File: src/sv/video_frame_dma_burst_generator_defines.svh
// ----------------------------------------------------------------------------
// video frame dma burst generator assertion macros
// shared concurrent check forms, clocked on clk and disabled in reset
// ----------------------------------------------------------------------------
`ifndef VIDEO_FRAME_DMA_BURST_GENERATOR_DEFINES_SVH
`define VIDEO_FRAME_DMA_BURST_GENERATOR_DEFINES_SVH

// same-cycle implication
`define VFDBG_ASSERT_NOW(lbl, ante, cons, msg) \
  lbl: assert property (@(posedge clk) disable iff (rst) (ante) |-> (cons)) else $error(msg);

// next-cycle implication
`define VFDBG_ASSERT_NEXT(lbl, ante, cons, msg) \
  lbl: assert property (@(posedge clk) disable iff (rst) (ante) |=> (cons)) else $error(msg);

`endif

File: src/sv/vfdbg_pkg.sv
// ----------------------------------------------------------------------------
// vfdbg_pkg
// shared constants, register indexes and types of the burst generator
// ----------------------------------------------------------------------------
package vfdbg_pkg;

  localparam int MAX_BURST_BYTES = 512;
  localparam int MAX_PKT_BYTES   = 1024;
  localparam int MAX_BURSTS      = 64;
  localparam int NUM_FRAMES      = 6;
  localparam int QUEUE_DEPTH     = 4;

  localparam int BURST_W = $clog2(MAX_BURST_BYTES + 1);
  localparam int COUNT_W = $clog2(MAX_BURSTS + 1);
  localparam int QADDR_W = (QUEUE_DEPTH > 1) ? $clog2(QUEUE_DEPTH) : 1;

  localparam logic KIND_START = 1'b0;
  localparam logic KIND_FILL  = 1'b1;

  localparam logic [2:0] REG_H_BLANK      = 3'd0;
  localparam logic [2:0] REG_H_TOTAL      = 3'd1;
  localparam logic [2:0] REG_V_BLANK      = 3'd2;
  localparam logic [2:0] REG_V_TOTAL      = 3'd3;
  localparam logic [2:0] REG_FRAME_STRIDE = 3'd4;

  typedef struct packed {
    logic [10:0] h_blank;
    logic [11:0] h_total;
    logic [5:0]  v_blank;
    logic [9:0]  v_total;
    logic [23:0] frame_stride;
  } cfg_t;

  typedef struct packed {
    logic        kind;
    logic [2:0]  frame_index;
    logic [17:0] buffer_addr;
    logic [10:0] pkt_len;
  } cmd_t;

  typedef struct packed {
    logic        burst_valid;
    logic [6:0]  burst_words_m1;
    logic [15:0] int_word_addr;
    logic [21:0] ext_word_addr;
    logic [10:0] bytes_consumed;
    logic        frame_done;
    logic        last;
  } res_t;

  typedef struct packed {
    logic full;
    logic empty;
  } qstat_t;

endpackage

File: src/sv/vfdbg_front.sv
// ----------------------------------------------------------------------------
// vfdbg_front
// input side: takes items, drops starts of absent frames, saturates lengths
// ----------------------------------------------------------------------------
module vfdbg_front (
  input  logic                s_tvalid,
  output logic                s_tready,
  input  vfdbg_pkg::cmd_t     s_cmd,
  input  vfdbg_pkg::qstat_t   q_stat,
  output logic                q_push,
  output vfdbg_pkg::cmd_t     q_cmd
);
  import vfdbg_pkg::*;

  logic take;
  logic bad_frame;

  assign s_tready  = !q_stat.full;
  assign take      = s_tvalid && s_tready;
  assign bad_frame = (s_cmd.kind == KIND_START) && (int'(s_cmd.frame_index) >= NUM_FRAMES);
  assign q_push    = take && !bad_frame;

  always_comb begin
    q_cmd = s_cmd;
    if (int'(s_cmd.pkt_len) > MAX_PKT_BYTES) begin
      q_cmd.pkt_len = 11'(MAX_PKT_BYTES);
    end
  end

endmodule

File: src/sv/vfdbg_queue.sv
// ----------------------------------------------------------------------------
// vfdbg_queue
// short command queue between the front and the burst engine, show-ahead
// ----------------------------------------------------------------------------
module vfdbg_queue (
  input  logic              clk,
  input  logic              rst,
  input  logic              push,
  input  vfdbg_pkg::cmd_t   push_cmd,
  input  logic              pop,
  output vfdbg_pkg::cmd_t   head,
  output vfdbg_pkg::qstat_t stat
);
  import vfdbg_pkg::*;

  cmd_t               entries [QUEUE_DEPTH];
  logic [QADDR_W-1:0] wr_ptr;
  logic [QADDR_W-1:0] rd_ptr;
  logic [QADDR_W:0]   count;
  logic               do_push;
  logic               do_pop;

  assign stat.full  = (count == (QADDR_W+1)'(QUEUE_DEPTH));
  assign stat.empty = (count == '0);
  assign do_push    = push && !stat.full;
  assign do_pop     = pop && !stat.empty;
  assign head       = entries[rd_ptr];

  always_ff @(posedge clk) begin
    if (do_push) begin
      entries[wr_ptr] <= push_cmd;
    end
  end

  always_ff @(posedge clk) begin
    if (rst) begin
      wr_ptr <= '0;
      rd_ptr <= '0;
      count  <= '0;
    end else begin
      if (do_push) begin
        wr_ptr <= (wr_ptr == QADDR_W'(QUEUE_DEPTH - 1)) ? '0 : wr_ptr + 1'b1;
      end
      if (do_pop) begin
        rd_ptr <= (rd_ptr == QADDR_W'(QUEUE_DEPTH - 1)) ? '0 : rd_ptr + 1'b1;
      end
      if (do_push && !do_pop) begin
        count <= count + 1'b1;
      end else if (do_pop && !do_push) begin
        count <= count - 1'b1;
      end
    end
  end

endmodule

File: src/sv/vfdbg_back.sv
// ----------------------------------------------------------------------------
// vfdbg_back
// burst engine: frame position state, burst sizing and the result register
// ----------------------------------------------------------------------------
`include "video_frame_dma_burst_generator_defines.svh"

module vfdbg_back (
  input  logic              clk,
  input  logic              rst,
  input  vfdbg_pkg::cfg_t   cfg,
  input  vfdbg_pkg::cmd_t   head,
  input  vfdbg_pkg::qstat_t q_stat,
  output logic              q_pop,
  output logic              out_valid,
  input  logic              out_ready,
  output vfdbg_pkg::res_t   out_res
);
  import vfdbg_pkg::*;

  typedef enum logic [1:0] {
    S_IDLE,
    S_CALC,
    S_STEP
  } state_t;

  state_t             state;
  logic [23:0]        frame_base;
  logic [11:0]        pos_x;
  logic [9:0]         pos_y;
  logic               finished;
  logic [10:0]        left_r;
  logic [17:0]        ptr_r;
  logic [10:0]        used_r;
  logic [COUNT_W-1:0] n_r;
  logic [BURST_W-1:0] b_r;
  logic [21:0]        prod_r;
  res_t               pend;
  logic               pend_valid;

  logic [26:0]        base_prod;
  logic [12:0]        line_bytes;
  logic [12:0]        lim_pkt;
  logic [12:0]        lim_all;
  logic [BURST_W-1:0] b_calc;
  logic [11:0]        x_adv;
  logic [9:0]         y_inc;
  logic               wrap;
  logic               fin_next;
  logic [10:0]        used_next;
  logic [22:0]        line_pix;
  logic [23:0]        ext_addr;
  logic [7:0]         words;
  logic               out_free;
  logic               stop;
  logic               issue;
  logic               out_burst;
  logic               out_nonburst;
  logic               fill_pop;
  res_t               burst_res;
  res_t               empty_res;
  res_t               pend_last;

  assign q_pop     = (state == S_IDLE) && !q_stat.empty;
  assign base_prod = 27'(head.frame_index) * 27'(cfg.frame_stride);

  always_comb begin
    line_bytes = (pos_x < cfg.h_total) ? {cfg.h_total - pos_x, 1'b0} : 13'd0;
    lim_pkt    = (line_bytes < {2'b00, left_r}) ? line_bytes : {2'b00, left_r};
    lim_all    = (lim_pkt < 13'(MAX_BURST_BYTES)) ? lim_pkt : 13'(MAX_BURST_BYTES);
    b_calc     = BURST_W'(lim_all & ~13'd3);
  end

  assign x_adv     = pos_x + 12'(b_r >> 1);
  assign wrap      = (x_adv == cfg.h_total);
  assign y_inc     = pos_y + 10'd1;
  assign fin_next  = wrap && (y_inc == cfg.v_total);
  assign used_next = used_r + 11'(b_r);
  assign line_pix  = {1'b0, prod_r} + {11'b0, pos_x};
  assign ext_addr  = frame_base + {line_pix, 1'b0};
  assign words     = 8'(b_r >> 2) - 8'd1;
  assign out_free  = !out_valid || out_ready;
  assign stop      = finished || (n_r >= COUNT_W'(MAX_BURSTS)) || (b_r == '0);
  assign issue     = (state == S_STEP) && out_free && (pend_valid || finished || (b_r == '0));

  assign out_burst    = out_valid && out_res.burst_valid;
  assign out_nonburst = out_valid && !out_res.burst_valid;
  assign fill_pop     = q_pop && (head.kind == KIND_FILL);

  always_comb begin
    burst_res.burst_valid    = 1'b1;
    burst_res.burst_words_m1 = words[6:0];
    burst_res.int_word_addr  = ptr_r[17:2];
    burst_res.ext_word_addr  = ext_addr[23:2];
    burst_res.bytes_consumed = used_next;
    burst_res.frame_done     = fin_next;
    burst_res.last           = 1'b0;
    empty_res                = '0;
    empty_res.frame_done     = finished;
    empty_res.last           = 1'b1;
    pend_last                = pend;
    pend_last.last           = 1'b1;
  end

  always_ff @(posedge clk) begin
    if (rst) begin
      state      <= S_IDLE;
      out_valid  <= 1'b0;
      pend_valid <= 1'b0;
      frame_base <= '0;
      pos_x      <= '0;
      pos_y      <= '0;
      finished   <= 1'b1;
      n_r        <= '0;
    end else begin
      if (issue) begin
        out_valid <= 1'b1;
      end else if (out_ready) begin
        out_valid <= 1'b0;
      end
      case (state)
        S_IDLE: begin
          if (!q_stat.empty) begin
            if (head.kind == KIND_START) begin
              frame_base <= base_prod[23:0];
              pos_x      <= {1'b0, cfg.h_blank};
              pos_y      <= {4'b0, cfg.v_blank};
              finished   <= 1'b0;
            end else begin
              left_r     <= head.pkt_len;
              ptr_r      <= head.buffer_addr;
              used_r     <= '0;
              n_r        <= '0;
              pend_valid <= 1'b0;
              state      <= S_CALC;
            end
          end
        end
        S_CALC: begin
          b_r    <= b_calc;
          prod_r <= 22'(pos_y) * 22'(cfg.h_total);
          state  <= S_STEP;
        end
        S_STEP: begin
          if (out_free) begin
            if (pend_valid && stop) begin
              out_res    <= pend_last;
              pend_valid <= 1'b0;
              state      <= S_IDLE;
            end else if (!pend_valid && (finished || (b_r == '0))) begin
              out_res   <= empty_res;
              state     <= S_IDLE;
            end else begin
              if (pend_valid) begin
                out_res   <= pend;
              end
              // next burst waits here until the one after it is sized
              pend       <= burst_res;
              pend_valid <= 1'b1;
              left_r     <= left_r - 11'(b_r);
              ptr_r      <= ptr_r + 18'(b_r);
              used_r     <= used_next;
              n_r        <= n_r + 1'b1;
              if (wrap) begin
                pos_x    <= {1'b0, cfg.h_blank};
                pos_y    <= y_inc;
                finished <= fin_next;
              end else begin
                pos_x    <= x_adv;
              end
              state      <= S_CALC;
            end
          end
        end
        default: begin
          state <= S_IDLE;
        end
      endcase
    end
  end

  `VFDBG_ASSERT_NOW(a_burst_bytes, out_burst, out_res.bytes_consumed != '0, "zero-byte burst")
  `VFDBG_ASSERT_NOW(a_empty_is_last, out_nonburst, out_res.last, "non-burst result not last")
  `VFDBG_ASSERT_NOW(a_burst_count, 1'b1, n_r <= COUNT_W'(MAX_BURSTS), "burst count beyond limit")
  `VFDBG_ASSERT_NOW(a_idle_no_pending, state == S_IDLE, !pend_valid, "pending burst in idle")
  `VFDBG_ASSERT_NEXT(a_fill_starts, fill_pop, (state == S_CALC) && (n_r == '0), "fill not sizing")

endmodule

File: src/sv/video_frame_dma_burst_generator.sv
// burst loop: size, then address and issue; issue holds while the result is stalled
// commands are popped only in idle; a queue of 4 commands decouples the input side
// reset: synchronous, clears queue, engine and result valid flag; the frame reads as finished
// ----------------------------------------------------------------------------
// video_frame_dma_burst_generator
// frame read-out dma burst generator: front side, command queue, burst engine
// ----------------------------------------------------------------------------
module video_frame_dma_burst_generator (
  input  logic        clk,
  input  logic        rst,
  input  logic        s_axis_tvalid,
  output logic        s_axis_tready,
  input  logic [31:0] s_axis_tdata,  // frame_index, buffer_addr, pkt_len
  input  logic [0:0]  s_axis_tuser,  // kind
  output logic        m_axis_tvalid,
  input  logic        m_axis_tready,
  output logic [63:0] m_axis_tdata,  // burst_words_m1, int_word_addr, ext_word_addr,
                                     // bytes_consumed, frame_done, zero pad
  output logic [0:0]  m_axis_tuser,  // burst_valid
  output logic        m_axis_tlast,
  input  logic        cfg_we,
  input  logic [2:0]  cfg_index,
  input  logic [23:0] cfg_data
);
  import vfdbg_pkg::*;

  cfg_t   cfg;
  cmd_t   s_cmd;
  cmd_t   q_cmd;
  cmd_t   head;
  qstat_t q_stat;
  logic   q_push;
  logic   q_pop;
  res_t   res;

  always_ff @(posedge clk) begin
    if (rst) begin
      cfg.h_blank      <= 11'd144;
      cfg.h_total      <= 12'd2048;
      cfg.v_blank      <= 6'd0;
      cfg.v_total      <= 10'd1023;
      cfg.frame_stride <= 24'd1179648;
    end else if (cfg_we) begin
      case (cfg_index)
        REG_H_BLANK:      cfg.h_blank      <= cfg_data[10:0];
        REG_H_TOTAL:      cfg.h_total      <= cfg_data[11:0];
        REG_V_BLANK:      cfg.v_blank      <= cfg_data[5:0];
        REG_V_TOTAL:      cfg.v_total      <= cfg_data[9:0];
        REG_FRAME_STRIDE: cfg.frame_stride <= cfg_data;
        default: begin
        end
      endcase
    end
  end

  assign s_cmd.kind        = s_axis_tuser[0];
  assign s_cmd.frame_index = s_axis_tdata[2:0];
  assign s_cmd.buffer_addr = s_axis_tdata[20:3];
  assign s_cmd.pkt_len     = s_axis_tdata[31:21];

  vfdbg_front u_front (
    .s_tvalid (s_axis_tvalid),
    .s_tready (s_axis_tready),
    .s_cmd    (s_cmd),
    .q_stat   (q_stat),
    .q_push   (q_push),
    .q_cmd    (q_cmd)
  );

  vfdbg_queue u_queue (
    .clk      (clk),
    .rst      (rst),
    .push     (q_push),
    .push_cmd (q_cmd),
    .pop      (q_pop),
    .head     (head),
    .stat     (q_stat)
  );

  vfdbg_back u_back (
    .clk       (clk),
    .rst       (rst),
    .cfg       (cfg),
    .head      (head),
    .q_stat    (q_stat),
    .q_pop     (q_pop),
    .out_valid (m_axis_tvalid),
    .out_ready (m_axis_tready),
    .out_res   (res)
  );

  assign m_axis_tdata = {7'b0, res.frame_done, res.bytes_consumed, res.ext_word_addr,
                         res.int_word_addr, res.burst_words_m1};
  assign m_axis_tuser = res.burst_valid;
  assign m_axis_tlast = res.last;

endmodule

File: config.mk
export PLATFORM = sky130hd
export DESIGN_NAME = video_frame_dma_burst_generator
export DESIGN_NICKNAME = d
export VERILOG_FILES = /design/src/sv/vfdbg_pkg.sv /design/src/sv/vfdbg_front.sv /design/src/sv/vfdbg_queue.sv /design/src/sv/vfdbg_back.sv /design/src/sv/video_frame_dma_burst_generator.sv
export VERILOG_INCLUDE_DIRS = /design/src /design/src/sv
export SDC_FILE = /design/constraint.sdc
export NUM_CORES = 1
export LEC_CHECK = 0
export ABC_CLOCK_PERIOD_IN_PS = 7220
export BUFFER_PORTS_ARGS = -buffer_cell sky130_fd_sc_hd__buf_2
export CORE_MARGIN = 2
export CORE_UTILIZATION = 40
export DETAILED_ROUTE_END_ITERATION = 6
export HOLD_SLACK_MARGIN = 0.06
export PLACE_DENSITY_LB_ADDON = 0.05
export SYNTH_ARGS = -nofsm -noshare
export SYNTH_HDL_FRONTEND = slang
export SYNTH_SLANG_ARGS = --single-unit
export TNS_END_PERCENT = 5
File: constraint.sdc
create_clock -name clk -period 7.22 [get_ports clk]
set_clock_uncertainty 0.1 [all_clocks]
set_input_delay 0.361 -clock clk [delete_from_list [all_inputs] [get_ports clk]]
set_output_delay 0.361 -clock clk [all_outputs]
set_load 0.005 [all_outputs]
# After elaboration in Yosys (flattened, before gate mapping)
# Memories as Yosys holds them, arrays and structs flattened. A register that Yosys moved wholly into a read port is not among the register bits.
# Index checks and enable logic that the tools add are counted.
op_classes:
  mux: 73
  n_reduce_logical: 50
  bitwise: 6
  n_eq_ne: 19
  n_lt_le_gt_ge: 6
  multipliers: 2
  add_sub_neg: 14
ops:
  columns: ["cell", "count"]
  rows:
  - ["$mux 11", 11]
  - ["$mux 59", 2]
  - ["$mux 18", 5]
  - ["$mux 12", 6]
  - ["$mux 10", 6]
  - ["$mux 58", 1]
  - ["$pmux 11 s2", 2]
  - ["$pmux 18 s2", 1]
  - ["$mux 7", 5]
  - ["$mux 13", 2]
  - ["$add 24x24->24", 1]
  - ["$mul 3x24->24", 1]
  - ["$pmux 12 s2", 1]
  - ["$add 22x12->23", 1]
  - ["$mul 10x12->22", 1]
  - ["$pmux 10 s2", 1]
  - ["$add 18x10->18", 1]
  - ["$mux 1", 16]
  - ["$mux 2", 8]
  - ["$pmux 7 s2", 1]
  - ["$reduce_and 7->1", 2]
  - ["$logic_and 1x1->1", 13]
  - ["$lt 13x10->1 const B", 1]
  - ["$lt 13x11->1", 1]
  - ["other kinds (41)", 80]
totals:
  memories: 1
  inputBits: 65
  ramBits: 132
  output_inout_bits: 68
  register_bits: 314
memory_table:
  columns: ["name", "words", "word_bits", "read_ports", "rd_ports_with_merged_regs", "wr", "line_no", "text"]
  rows:
  - ["u_queue.entries", 4, 33, 1, 1, 1, "vfdbg_queue.sv:16", "cmd_t entries [QUEUE_DEPTH];"]

# Depth between registers and ports, before layout
# Gate-level depths: netlist of the first run.
depth:
  word_depth: 9
  depth_mapped: 22

# Modules after synthesis
# A second synthesis of the first run with hierarchy kept.
hier_totals:
  cells_unflattened: 2459
  area_unflattened_um2: 27028.4
modules_own_cells:
  columns: ["module", "cells_each", "seq_area_each_um2", "n_inst", "area_per_inst_um2"]
  rows:
  - ["vfdbg_back", 1943, 6486.2, 1, 18838.1]
  - ["vfdbg_queue", 223, 4144.0, 1, 5248.8]
  - ["video_frame_dma_burst_generator", 256, 1261.2, 1, 2646.3]
  - ["vfdbg_front", 37, 0.0, 1, 295.3]

# Worst setup path after synthesis of the first run
# OpenSTA, ideal clock, no wires.
synth_timing:
  path_kind: "register to register"
  start: "register u_back.b_r[3]"
  end: "register u_back.pend[10] (netlist bit) (enable)"
  t_arrival_ns: 6.683
  n_path_buf: 0
  synth_period_minus_slack_ns: 7.387
  setup_slack_ns: -0.167
  stages_incl_launch_ff: 6
  setup_time_ns: 0.604
  t_required_ns: 6.516
  path_cell_list: "edfxtp_1 > inv_1 > ha_1 > a41oi_1 > nand2_1 > nor4_1"
synth_via:
  elab_chain_cells: 5
  word_cells_on_any_way: 8
  classes_between: "bitwise (2); reduce/logical (6)"
synth_rtl:
  columns: ["element", "line_no", "text"]
  rows:
  - ["start, declared", "vfdbg_back.sv:35", "logic [BURST_W-1:0] b_r;"]
  - ["start signal, assigned", "vfdbg_back.sv:139", "b_r <= b_calc;"]
  - ["$logic_not 10->1 (*)", "vfdbg_back.sv:82, vfdbg_back.sv:149", null]
  - ["$logic_or 1x1->1, on equally long branches", "vfdbg_back.sv:82, vfdbg_back.sv:149", null]
  - ["$logic_and 1x1->1, on equally long branches", "vfdbg_back.sv:145, vfdbg_back.sv:149", null]
  - ["$not 1->1 (no source line)", null, null]
  - ["$reduce_and 5->1 (no source line) (*)", null, null]
  - ["end signal, assigned", "vfdbg_back.sv:157", "pend <= burst_res;"]
  - ["end, declared", "vfdbg_back.sv:37", "res_t pend;"]
# Mark *: on every way between the ends. The rest lies on a longest branch, timed or not.
# A chain may end at the register's enable or synchronous reset.

# Worst setup path after layout of the first run
layout_timing:
  start: "register u_back.pos_y[6]"
  end: "register u_back.prod_r[20] (data pin)"
layout_via:
  elab_chain_cells: 1
layout_rtl:
  columns: ["element", "line_no", "text"]
  rows:
  - ["start, declared", "vfdbg_back.sv:29", "logic [9:0] pos_y;"]
  - ["start signal, assigned", "vfdbg_back.sv:126", "pos_y <= {4'b0, cfg.v_blank};"]
  - ["start signal, assigned", "vfdbg_back.sv:165", "pos_y <= y_inc;"]
  - ["$mul 10x12->22", "vfdbg_back.sv:140", "prod_r <= 22'(pos_y) * 22'(cfg.h_total);"]
  - ["end signal, assigned", "vfdbg_back.sv:140", null]
  - ["end, declared", "vfdbg_back.sv:36", "logic [21:0] prod_r;"]
# Every way passes these cells.

==> impl_metrics.json, run 1 <==
{
  "finalNonFillerCells": 3482,
  "htreeDepth": 2,
  "wirelength_mm": 65.6,
  "final_common_cell": "nand2_1",
  "cp_data_arrival_time_ps": 6490,
  "dp.cells": 3330,
  "powerDensity_nw_per_um2": 296,
  "clk-insertion-delay-late_ps": 630,
  "grt-ovfl-total": 0,
  "syn-instance-count": 2426,
  "drtAntennaViolNets": 0,
  "die_w_um": 259,
  "fp.dieArea_sq_um": 67200,
  "ys_ff_latch": 431,
  "hold_violations": 0,
  "wire_per_inst_um": 18.8,
  "status": "completed",
  "fmax_mhz": 159,
  "via_per_inst": 5.14,
  "io-pin-count": 133,
  "crit_path_end_kind": "flip-flop",
  "grt_pass1_vias": 17900,
  "track_usage": 0.197,
  "cp_common_cell": "fa_1",
  "synth-edff-count": 302,
  "antenna_found_initial": 6,
  "dp.final_hpwl_mm": 47.6,
  "synth_flop_cell": "edfxtp_1",
  "hold_class": "input pin to flip-flop",
  "crit_path_start_kind": "flip-flop",
  "cp_max_fo": 17,
  "critPathBufInv": 4,
  "ctsResizeCount": 0,
  "cp_slowest_cell": "dfxtp_1",
  "cp_cell_sequence": "and2_1, fa_1, fa_1, inv_1, fa_1, inv_1, fa_1, inv_1, fa_1, inv_1, ha_1, a21o_1, or4_1, o2111ai_1, a21oi_1, or4_1, a31oi_1, o21ai_1, xor2_1",
  "cp_slowest_stage_delay_ps": 540,
  "final.min_clock_period_ps": 6270,
  "clock_path_buffers": 3,
  "period_share": 0.869,
  "vias": 17900,
  "drcViolationCount": 0,
  "numCtsBuffers": 50,
  "peakVddDrop_mv": 0.181,
  "required_ps": 7440,
  "setup_viol": 0,
  "syn_avg_cell_area_sq_um": 10.7,
  "final_layout_size_suffix_gt1_frac": 0.113,
  "slew_headroom": 0.236,
  "cts_sinks": 431,
  "tns_ps": 0,
  "mostFrequentLayoutCells": "308 x nand2_1, 302 x edfxtp_1, 176 x ha_1",
  "routabilityCongestion": 0.836,
  "firstDrtPassIters": 5,
  "die_y_um": 259,
  "rsz0062_at_grt": "no",
  "cap_violations": 0,
  "path_clk_slew_ps": 60,
  "worst_slew_pin_slew_ps": 1140,
  "grt_pass1_wl_mm": 103,
  "fp-row-count": 93,
  "grt_max_degree": 83,
  "final_net_count": 2932,
  "syn_to_final_growth_pct": 14.3,
  "drt_iter0_markers": 1246,
  "ys_warn_count": 0,
  "syn_area_sq_um": 26100,
  "crit_family": "adder cells",
  "async_flop_share": 0,
  "p_leak_nw": 12.3,
  "ys_seq_area_frac": 0.447,
  "yosysUniqueCellTypes": 89,
  "port_buffers": 121,
  "final_max_slew_viol_count": 0,
  "coreArea_sq_um": 64500,
  "initial_core_util": 0.404,
  "root_buffer": "clkbuf_16",
  "crit_type": "flip-flop to flip-flop",
  "cts_tree": "yes"
}
## synthesized netlist by cell type (4+ instances only)
cell type	n	area, sq um
nand2b_1	19	119
mux2i_1	20	200
ha_1	176	2200
or2_2	8	50.1
nor2_1	127	477
buf_2	4	20.0
clkbuf_1	78	293
a21oi_1	171	856
inv_1	151	567
o2bb2ai_1	8	70.1
buf_4	9	67.6
xnor2_1	87	762
o211ai_1	9	67.6
o21a_1	20	150
edfxtp_1	302	9070
a21boi_0	4	30.0
a311oi_1	5	43.8
or4_1	4	30.0
o21bai_1	11	82.6
and3_1	16	100
nor4_1	6	37.5
o21ai_0	73	365
nand2_1	308	1160
mux4_2	31	698
and2_1	153	957
a211oi_1	18	135
nand3b_1	18	135
o31ai_1	9	67.6
o22ai_1	4	25.0
nand3_1	23	115
fa_1	108	2160
a21o_1	35	263
dfxtp_1	129	2580
o21ai_1	4	20.0
buf_1	13	48.8
nor3_1	26	130
nor2b_1	82	513
or3_1	9	56.3
a31oi_1	6	37.5
nand4_1	9	56.3
xor2_1	57	499
nand4b_1	5	43.8
nor3b_1	4	30.0
a211o_1	5	43.8
## area by class of cell
type,instances,area [sq um]
Antenna cell,2,5.00
Clock buffer,62,1340
Clock inverter,32,318
Fill cell,6079,34700
Inverter,152,576
Multi-Input combinational cell,1743,13500
Sequential cell,431,11700
Tap cell,855,1070
Timing Repair Buffer,205,1380
## sequential cells by signal (all words and copies together) (netlist names), named ones only
name,count
cfg,63
u_back.b_r,8
u_back.finished,1
u_back.frame_base,23
u_back.left_r,11
u_back.n_r,7
u_back.out_res,57
u_back.out_valid,1
u_back.pend,55
u_back.pend_valid,1
u_back.pos_x,12
u_back.pos_y,10
u_back.prod_r,22
u_back.ptr_r,16
u_back.state,2
u_back.used_r,9
u_queue.count,3
u_queue.entries,124
u_queue.rd_ptr,2
u_queue.wr_ptr,2
## per-layer routing
layer	track usage	vias up	part of all wire
met5	0	-	0
met4	0.0527	0	0.023
met3	0.0329	87	0.059
met2	0.290	408	0.42
met1	0.298	8675	0.50
li1	-	8741	-
## stage by stage
step | utilization | hold WS, ps | cell area, sq um | total power (W) | setup slack, ps
after floorplan | - | 331 | 26100 | 0.00544 | -131
after global placement | 0.428 | 342 | 27600 | 0.00626 | 1000
after detailed placement | 0.428 | 346 | 27600 | 0.00630 | 943
after CTS | 0.462 | 134 | 29800 | 0.00893 | 924
after global routing | 0.462 | 176 | 29800 | 0.00940 | 685
final | 0.462 | 170 | 29800 | 0.00881 | 948
## power breakdown
group,internal (W),total [W],switching [W]
sequential,0.00303,0.00325,0.000224
combinational,0.00121,0.00302,0.00181
clock,0.00147,0.00255,0.00108
## kinds of logic (layout without fill, tap and decap cells)
logic type | after synthesis | count (layout) | share of synthesized area
other cells | 1 | 11 | 0.000144
compound gates | 421 | 421 | 0.103
simple gates | 830 | 830 | 0.158
mux | 54 | 54 | 0.0358
xor+xnor | 145 | 145 | 0.0490
fa+ha+maj | 284 | 284 | 0.167
flops | 431 | 431 | 0.447
buf+inv | 260 | 451 | 0.0400
## final timing paths
| kind | startpoint | end | slack (ps) | depth (start not counted) |
|---|---|---|---|---|
| setup / recovery | u_back.pos_y[6] | u_back.prod_r[20] | 950 | 19 |
| hold / removal | rst | u_back.frame_base[10] | 170 | 2 |
| setup reg to reg | u_back.pos_y[6] | u_back.prod_r[20] | 950 | 19 |
| hold reg to reg | u_back.frame_base[18] | u_back.frame_base[18] | 360 | 2 |
## what timing repair did
item / in CTS / in global routing
hold buffers: 56 / 0
buffers inserted: 0 / 0
endpoints found under the setup margin: 0 / 0
hold endpoints to repair: 181 / 0
No activity file was read; power rests on OpenSTA's default activity.
==> run 2, diff against run 1 <==
- CORE_ASPECT_RATIO: default -> 1.5
==> run 2 against run 1 <==
Cell area is 0.32% lower. Largest cell class unchanged. Total power is 2.4% lower. Clock power is 7.8% lower. First-iteration DRC count is 38% lower. Register-to-register slack better by 120 ps.
==> impl_metrics.json, run 2 (synthesized netlist as in run 1, its figures left out) <==
{
  "cp_cell_sequence": "and2_1, fa_1, fa_1, inv_1, fa_1, inv_1, fa_1, inv_1, fa_1, inv_1, ha_1, a21o_1, or4_1, o2111ai_1, a21oi_1, or4_1, a31oi_1, o21ai_1, xor2_1",
  "final_layout_size_suffix_gt1_frac": 0.111,
  "crit_path_end_kind": "flip-flop",
  "port_buffers": 121,
  "final.min_clock_period_ps": 6150,
  "final_net_count": 2936,
  "fp.dieArea_sq_um": 67300,
  "path_clk_slew_ps": 70,
  "crit_family": "adder cells",
  "cp_max_fo": 13,
  "hold_class": "input pin to flip-flop",
  "required_ps": 7460,
  "critPathBufInv": 4,
  "worst_slew_pin_slew_ps": 1080,
  "finalNonFillerCells": 3493,
  "p_switching_w": 0.00304,
  "dp.cells": 3353,
  "met3_usage": 0.0266,
  "rsz0062_at_grt": "no",
  "grt_max_degree": 75,
  "final_common_cell": "nand2_1",
  "crit_type": "flip-flop to flip-flop",
  "hold_violations": 0,
  "period_share": 0.852,
  "cts_tree": "yes",
  "p_sw_frac": 0.354,
  "coreArea_sq_um": 64500,
  "slew_headroom": 0.275,
  "root_buffer": "clkbuf_16",
  "io-pin-count": 133,
  "wire_per_inst_um": 19.2,
  "die_w_um": 212,
  "routabilityCongestion": 0.837,
  "cp_slowest_stage_delay_ps": 540,
  "track_usage": 0.201,
  "wirelength_mm": 67.0,
  "peakVddDrop_mv": 0.201,
  "antenna_found_initial": 0,
  "grt-ovfl-total": 0,
  "numCtsBuffers": 46,
  "regMostFlops": "u_queue.entries",
  "vias": 17900,
  "p_clk_frac": 0.273,
  "largest_reg_flops": 124,
  "clock_path_buffers": 3,
  "powerDensity_nw_per_um2": 290,
  "fp-row-count": 114,
  "busiest_layer": "met2",
  "tns_ps": 0,
  "cp_slowest_cell": "fa_1",
  "p_leak_nw": 12.2,
  "ctsResizeCount": 0,
  "p_seq_frac": 0.373,
  "cp_data_arrival_time_ps": 6390,
  "drtAntennaViolNets": 0,
  "combinationalPowerShare": 0.355,
  "dp.final_hpwl_mm": 49.8,
  "cap_violations": 0,
  "p_int_w": 0.00556,
  "die_y_um": 317,
  "cts_sinks": 431,
  "grt_util_met2": 0.378,
  "initial_core_util": 0.404,
  "cp_common_cell": "fa_1",
  "clk-insertion-delay-late_ps": 610,
  "setup_viol": 0,
  "fmax_mhz": 163,
  "top_regs": "u_queue.entries x124, cfg x63, u_back.out_res x57",
  "htreeDepth": 2,
  "drcViolationCount": 0,
  "status": "completed",
  "mostFrequentLayoutCells": "308 x nand2_1, 302 x edfxtp_1, 176 x ha_1",
  "drt_iter0_markers": 768,
  "fillers": 6113,
  "grt_pass1_wl_mm": 103,
  "crit_path_start_kind": "flip-flop",
  "firstDrtPassIters": 5,
  "grt_pass1_vias": 18600,
  "final_max_slew_viol_count": 0,
  "use_met1": 0.232,
  "via_per_inst": 5.13,
  "syn_to_final_growth_pct": 13.9
}
[run 2: power by group through the flow]
stage                     Clock [W]  Sequential (W)  Combinational (W)
after detailed placement          0         0.00326            0.00306
after CTS                   0.00243         0.00321            0.00310
after global placement            0         0.00326            0.00302
after floorplan                   0         0.00319            0.00225
final                       0.00235         0.00321            0.00305
after global routing        0.00252         0.00323            0.00342
[run 2: layout make-up]
cell class | instances | area [sq um] | share of cell area
well taps | 870 | 1090 | 0.0367
diodes | 1 | 2.50 | 0.0000843
multi-input cells | 1743 | 13500 | 0.453
repair buffers | 213 | 1440 | 0.0485
flip-flops and latches | 431 | 11700 | 0.392
inverters | 152 | 576 | 0.0194
clock buffers | 60 | 1220 | 0.0412
clock inverters | 23 | 263 | 0.00885
[run 2: per-stage QoR]
step	hold WS, ps	total power (W)	setup WS, ps	cell area (sq um)	utilization
final	245	0.00860	1070	29700	0.461
after detailed placement	349	0.00632	1090	27600	0.429
after global routing	240	0.00918	823	29700	0.461
after global placement	342	0.00628	1070	27600	0.429
after CTS	195	0.00874	1050	29700	0.461
after floorplan	331	0.00544	-131	26100	-
[run 2: per-layer routing]
| metal | up-vias | routed length, um |
|---|---|---|
| li1 | 8726 | - |
| met1 | 8744 | 27000 |
| met2 | 355 | 35100 |
| met3 | 109 | 2520 |
| met4 | 0 | 2290 |
| met5 | - | 0 |
[run 2: worst paths after layout]
| check | start | end | slack [ps] | cells past startpoint |
|---|---|---|---|---|
| setup / recovery | cfg[42] | u_back.prod_r[20] | 1070 | 19 |
| setup reg to reg | cfg[42] | u_back.prod_r[20] | 1070 | 19 |
| hold / removal | rst | cfg[3] | 240 | 2 |
| hold reg to reg | cfg[53] | cfg[53] | 360 | 2 |
[run 2: what timing repair did]
action | 4_1_cts | 5_1_grt
hold buffers | 56 | 0
buffers inserted | 0 | 0
hold endpoints to repair | 169 | 0
==> run 3, diff against run 2 <==
- ABC_AREA: default -> 1
==> run 3 against run 2 <==
Worst hold slack worse by 25 ps. Largest cell class unchanged. Global-route usage up 2.0 points. Synthesized area up 3.7%. Total power up 17%. Worst setup slack better by 420 ps. Utilization down 0.22 points. Die area up 3.7%. Critical path type unchanged. First-iteration DRC count up 55%.
==> impl_metrics.json, run 3 <==
{
  "status": "completed",
  "powerDensity_nw_per_um2": 330,
  "cts_sinks": 431,
  "wirelength_mm": 76.4,
  "grt_pass1_wl_mm": 119,
  "post-cts-setup-buffers": 0,
  "ff_latch_area_sq_um": 11700,
  "die_y_um": 322,
  "drcViolationCount": 0,
  "drt_iter0_markers": 1187,
  "initial_core_util": 0.405,
  "ys_warn_count": 0,
  "track_usage": 0.221,
  "final_max_slew_viol_count": 0,
  "root_buffer": "clkbuf_16",
  "crit_path_start_kind": "flip-flop",
  "p_leak_nw": 14.3,
  "dr_wl_met3_mm": 3.08,
  "crit_type": "flip-flop to flip-flop",
  "final_common_cell": "nand2_1",
  "regMostFlops": "u_queue.entries",
  "grt_max_degree": 94,
  "multi_input_area_sq_um": 13200,
  "async_flop_share": 0,
  "yosysUniqueCellTypes": 54,
  "drtAntennaViolNets": 0,
  "final_layout_size_suffix_gt1_frac": 0.0778,
  "numCtsBuffers": 47,
  "synth_top_family_by_area": "simple AND/OR/NAND/NOR gates",
  "synth-edff-count": 302,
  "io-pin-count": 133,
  "final_net_count": 3617,
  "coreArea_sq_um": 66800,
  "synth-xor-area-share": 0.0378,
  "fp.dieArea_sq_um": 69700,
  "diodes": 0,
  "path_clk_slew_ps": 70,
  "largest_reg_flops": 124,
  "cp_data_arrival_time_ps": 5990,
  "synth.area.mux_share": 0,
  "vias": 21000,
  "worst_slew_pin_slew_ps": 1140,
  "cts_tree": "yes",
  "synth_compound_area_frac": 0.103,
  "slew_headroom": 0.235,
  "htreeDepth": 2,
  "syn_avg_cell_area_sq_um": 8.67,
  "setup_viol": 0,
  "rsz0062_at_grt": "no",
  "routabilityCongestion": 0.882,
  "synth_flop_cell": "edfxtp_1",
  "tns_ps": 0,
  "hold_class": "input pin to flip-flop",
  "fillers": 6543,
  "synth_top_area_share": 0.335,
  "synth_adder_area_share": 0.161,
  "peakVddDrop_mv": 0.199,
  "dp.final_hpwl_mm": 56.5,
  "grt_pass1_vias": 21300,
  "mostFrequentLayoutCells": "553 x nand2_1, 463 x inv_1, 386 x nor2_1",
  "yosysMostFrequentCell": "nand2_1",
  "fmax_mhz": 175,
  "period_share": 0.793,
  "via_per_inst": 5.02,
  "ctsResizeCount": 0,
  "post_dp_cell_area_sq_um": 28500,
  "ys_ff_latch": 431,
  "hold_violations": 0,
  "yosys.area_share.simple": 0.183,
  "firstDrtPassIters": 5,
  "top_regs": "u_queue.entries x124, cfg x63, u_back.out_res x57",
  "ys_top_cells_by_area": "edfxtp_1 34%, dfxtp_1 9.6%, ha_1 8.1%",
  "routed.top_layer": "met4",
  "antenna_found_initial": 0,
  "cp_max_fo": 18,
  "crit_path_end_kind": "flip-flop",
  "dr_wl_met2_mm": 37.7,
  "clock_path_buffers": 3,
  "wl_met1_mm": 32.1,
  "ys_seq_area_frac": 0.431,
  "die_w_um": 216,
  "fp-row-count": 116,
  "synth_commonest_cells": "553 x nand2_1, 464 x inv_1, 395 x nor2_1",
  "ctsHoldBuffers": 58,
  "port_buffers": 121,
  "final_cell_area_sq_um": 30600,
  "cap_violations": 0,
  "wire_per_inst_um": 18.3,
  "syn-instance-count": 3120,
  "clk-insertion-delay-late_ps": 610,
  "syn_area_sq_um": 27000,
  "required_ps": 7480,
  "grt-ovfl-total": 0,
  "final.min_clock_period_ps": 5730,
  "syn_to_final_growth_pct": 13.2,
  "synth_area_leader_cell": "edfxtp_1"
}
## run 3: cell types whose count changed after synthesis, moves of 25 or more
cell | before | now
nor2_1 | 127 | 395
and2_1 | 153 | 3
nand2_1 | 308 | 553
xor2_1 | 57 | 82
a21o_1 | 35 | 9
inv_1 | 151 | 464
xnor2_1 | 87 | 32
nor2b_1 | 82 | 0
o21ai_0 | 73 | 209
nand3_1 | 23 | 143
mux4_2 | 31 | 0
## run 3: final timing paths
kind                                      start                end  slack [ps]  cells past startpoint
worst max-delay path            u_back.pos_y[5]  u_back.prod_r[21]        1490                     18
worst max register to register  u_back.pos_y[5]  u_back.prod_r[21]        1490                     18
worst min-delay path               cfg_index[1]            cfg[51]         220                      4
worst min register to register  u_back.ptr_r[8]    u_back.pend[41]         370                      0
## run 3: power breakdown
| group | internal, W | total (W) | switching, W | leakage [nW] |
|---|---|---|---|---|
| combinational | 0.00140 | 0.00422 | 0.00282 | 9.73 |
| clock | 0.00131 | 0.00237 | 0.00106 | 0.719 |
| sequential | 0.00318 | 0.00351 | 0.000324 | 3.83 |
| total | 0.00589 | 0.0101 | 0.00420 | 14.3 |
## run 3: cell families after synthesis
family / count (synthesis)
and+or+nand+nor: 1200
AOI/OAI and AO/OA: 502
buffers and inverters: 587
other: 1
xor gates and xnor gates: 115
adders and majority gates: 284
DFF: 431
## run 3: worst max-delay path, cell delays in order, from the launching register on
cell and delay (ps):
dfxtp_1 830, nand2_1 110, inv_1 100, fa_1 450
fa_1 490, fa_1 540, fa_1 550, inv_1 50
fa_1 540, inv_1 40, ha_1 360, nand2_1 90
nor2_1 160, nand4_1 100, o211ai_1 340, nand2_1 90
o211ai_1 190, a21oi_1 160, xor2_1 160
## run 3: per-layer routing
metal / vias up / GRT usage
met4: 0 / 0.0977
li1: 10500 / -
met5: - / 0
met1: 9969 / 0.270
met2: 443 / 0.390
met3: 135 / 0.0286
## run 3: per-stage QoR
stage | worst slack, ps | utilization | total power [W] | hold WS (ps) | instances
after floorplan | 1540 | - | 0.00649 | 331 | 3128
after detailed placement | 1540 | 0.427 | 0.00777 | 349 | 4046
after global placement | 1570 | 0.427 | 0.00772 | 351 | 4046
after CTS | 1540 | 0.458 | 0.0102 | 172 | 4188
after global routing | 1170 | 0.458 | 0.0109 | 214 | 4188
final | 1490 | 0.458 | 0.0101 | 220 | 4188
## run 3: layout make-up
| type | instances | share of cell area |
|---|---|---|
| clock buffers | 56 | 0.0406 |
| clock inverters | 28 | 0.00814 |
| inverters | 473 | 0.0580 |
| multi-input cells | 2110 | 0.431 |
| flip-flops and latches | 431 | 0.381 |
| well taps | 885 | 0.0362 |
| repair buffers | 205 | 0.0451 |
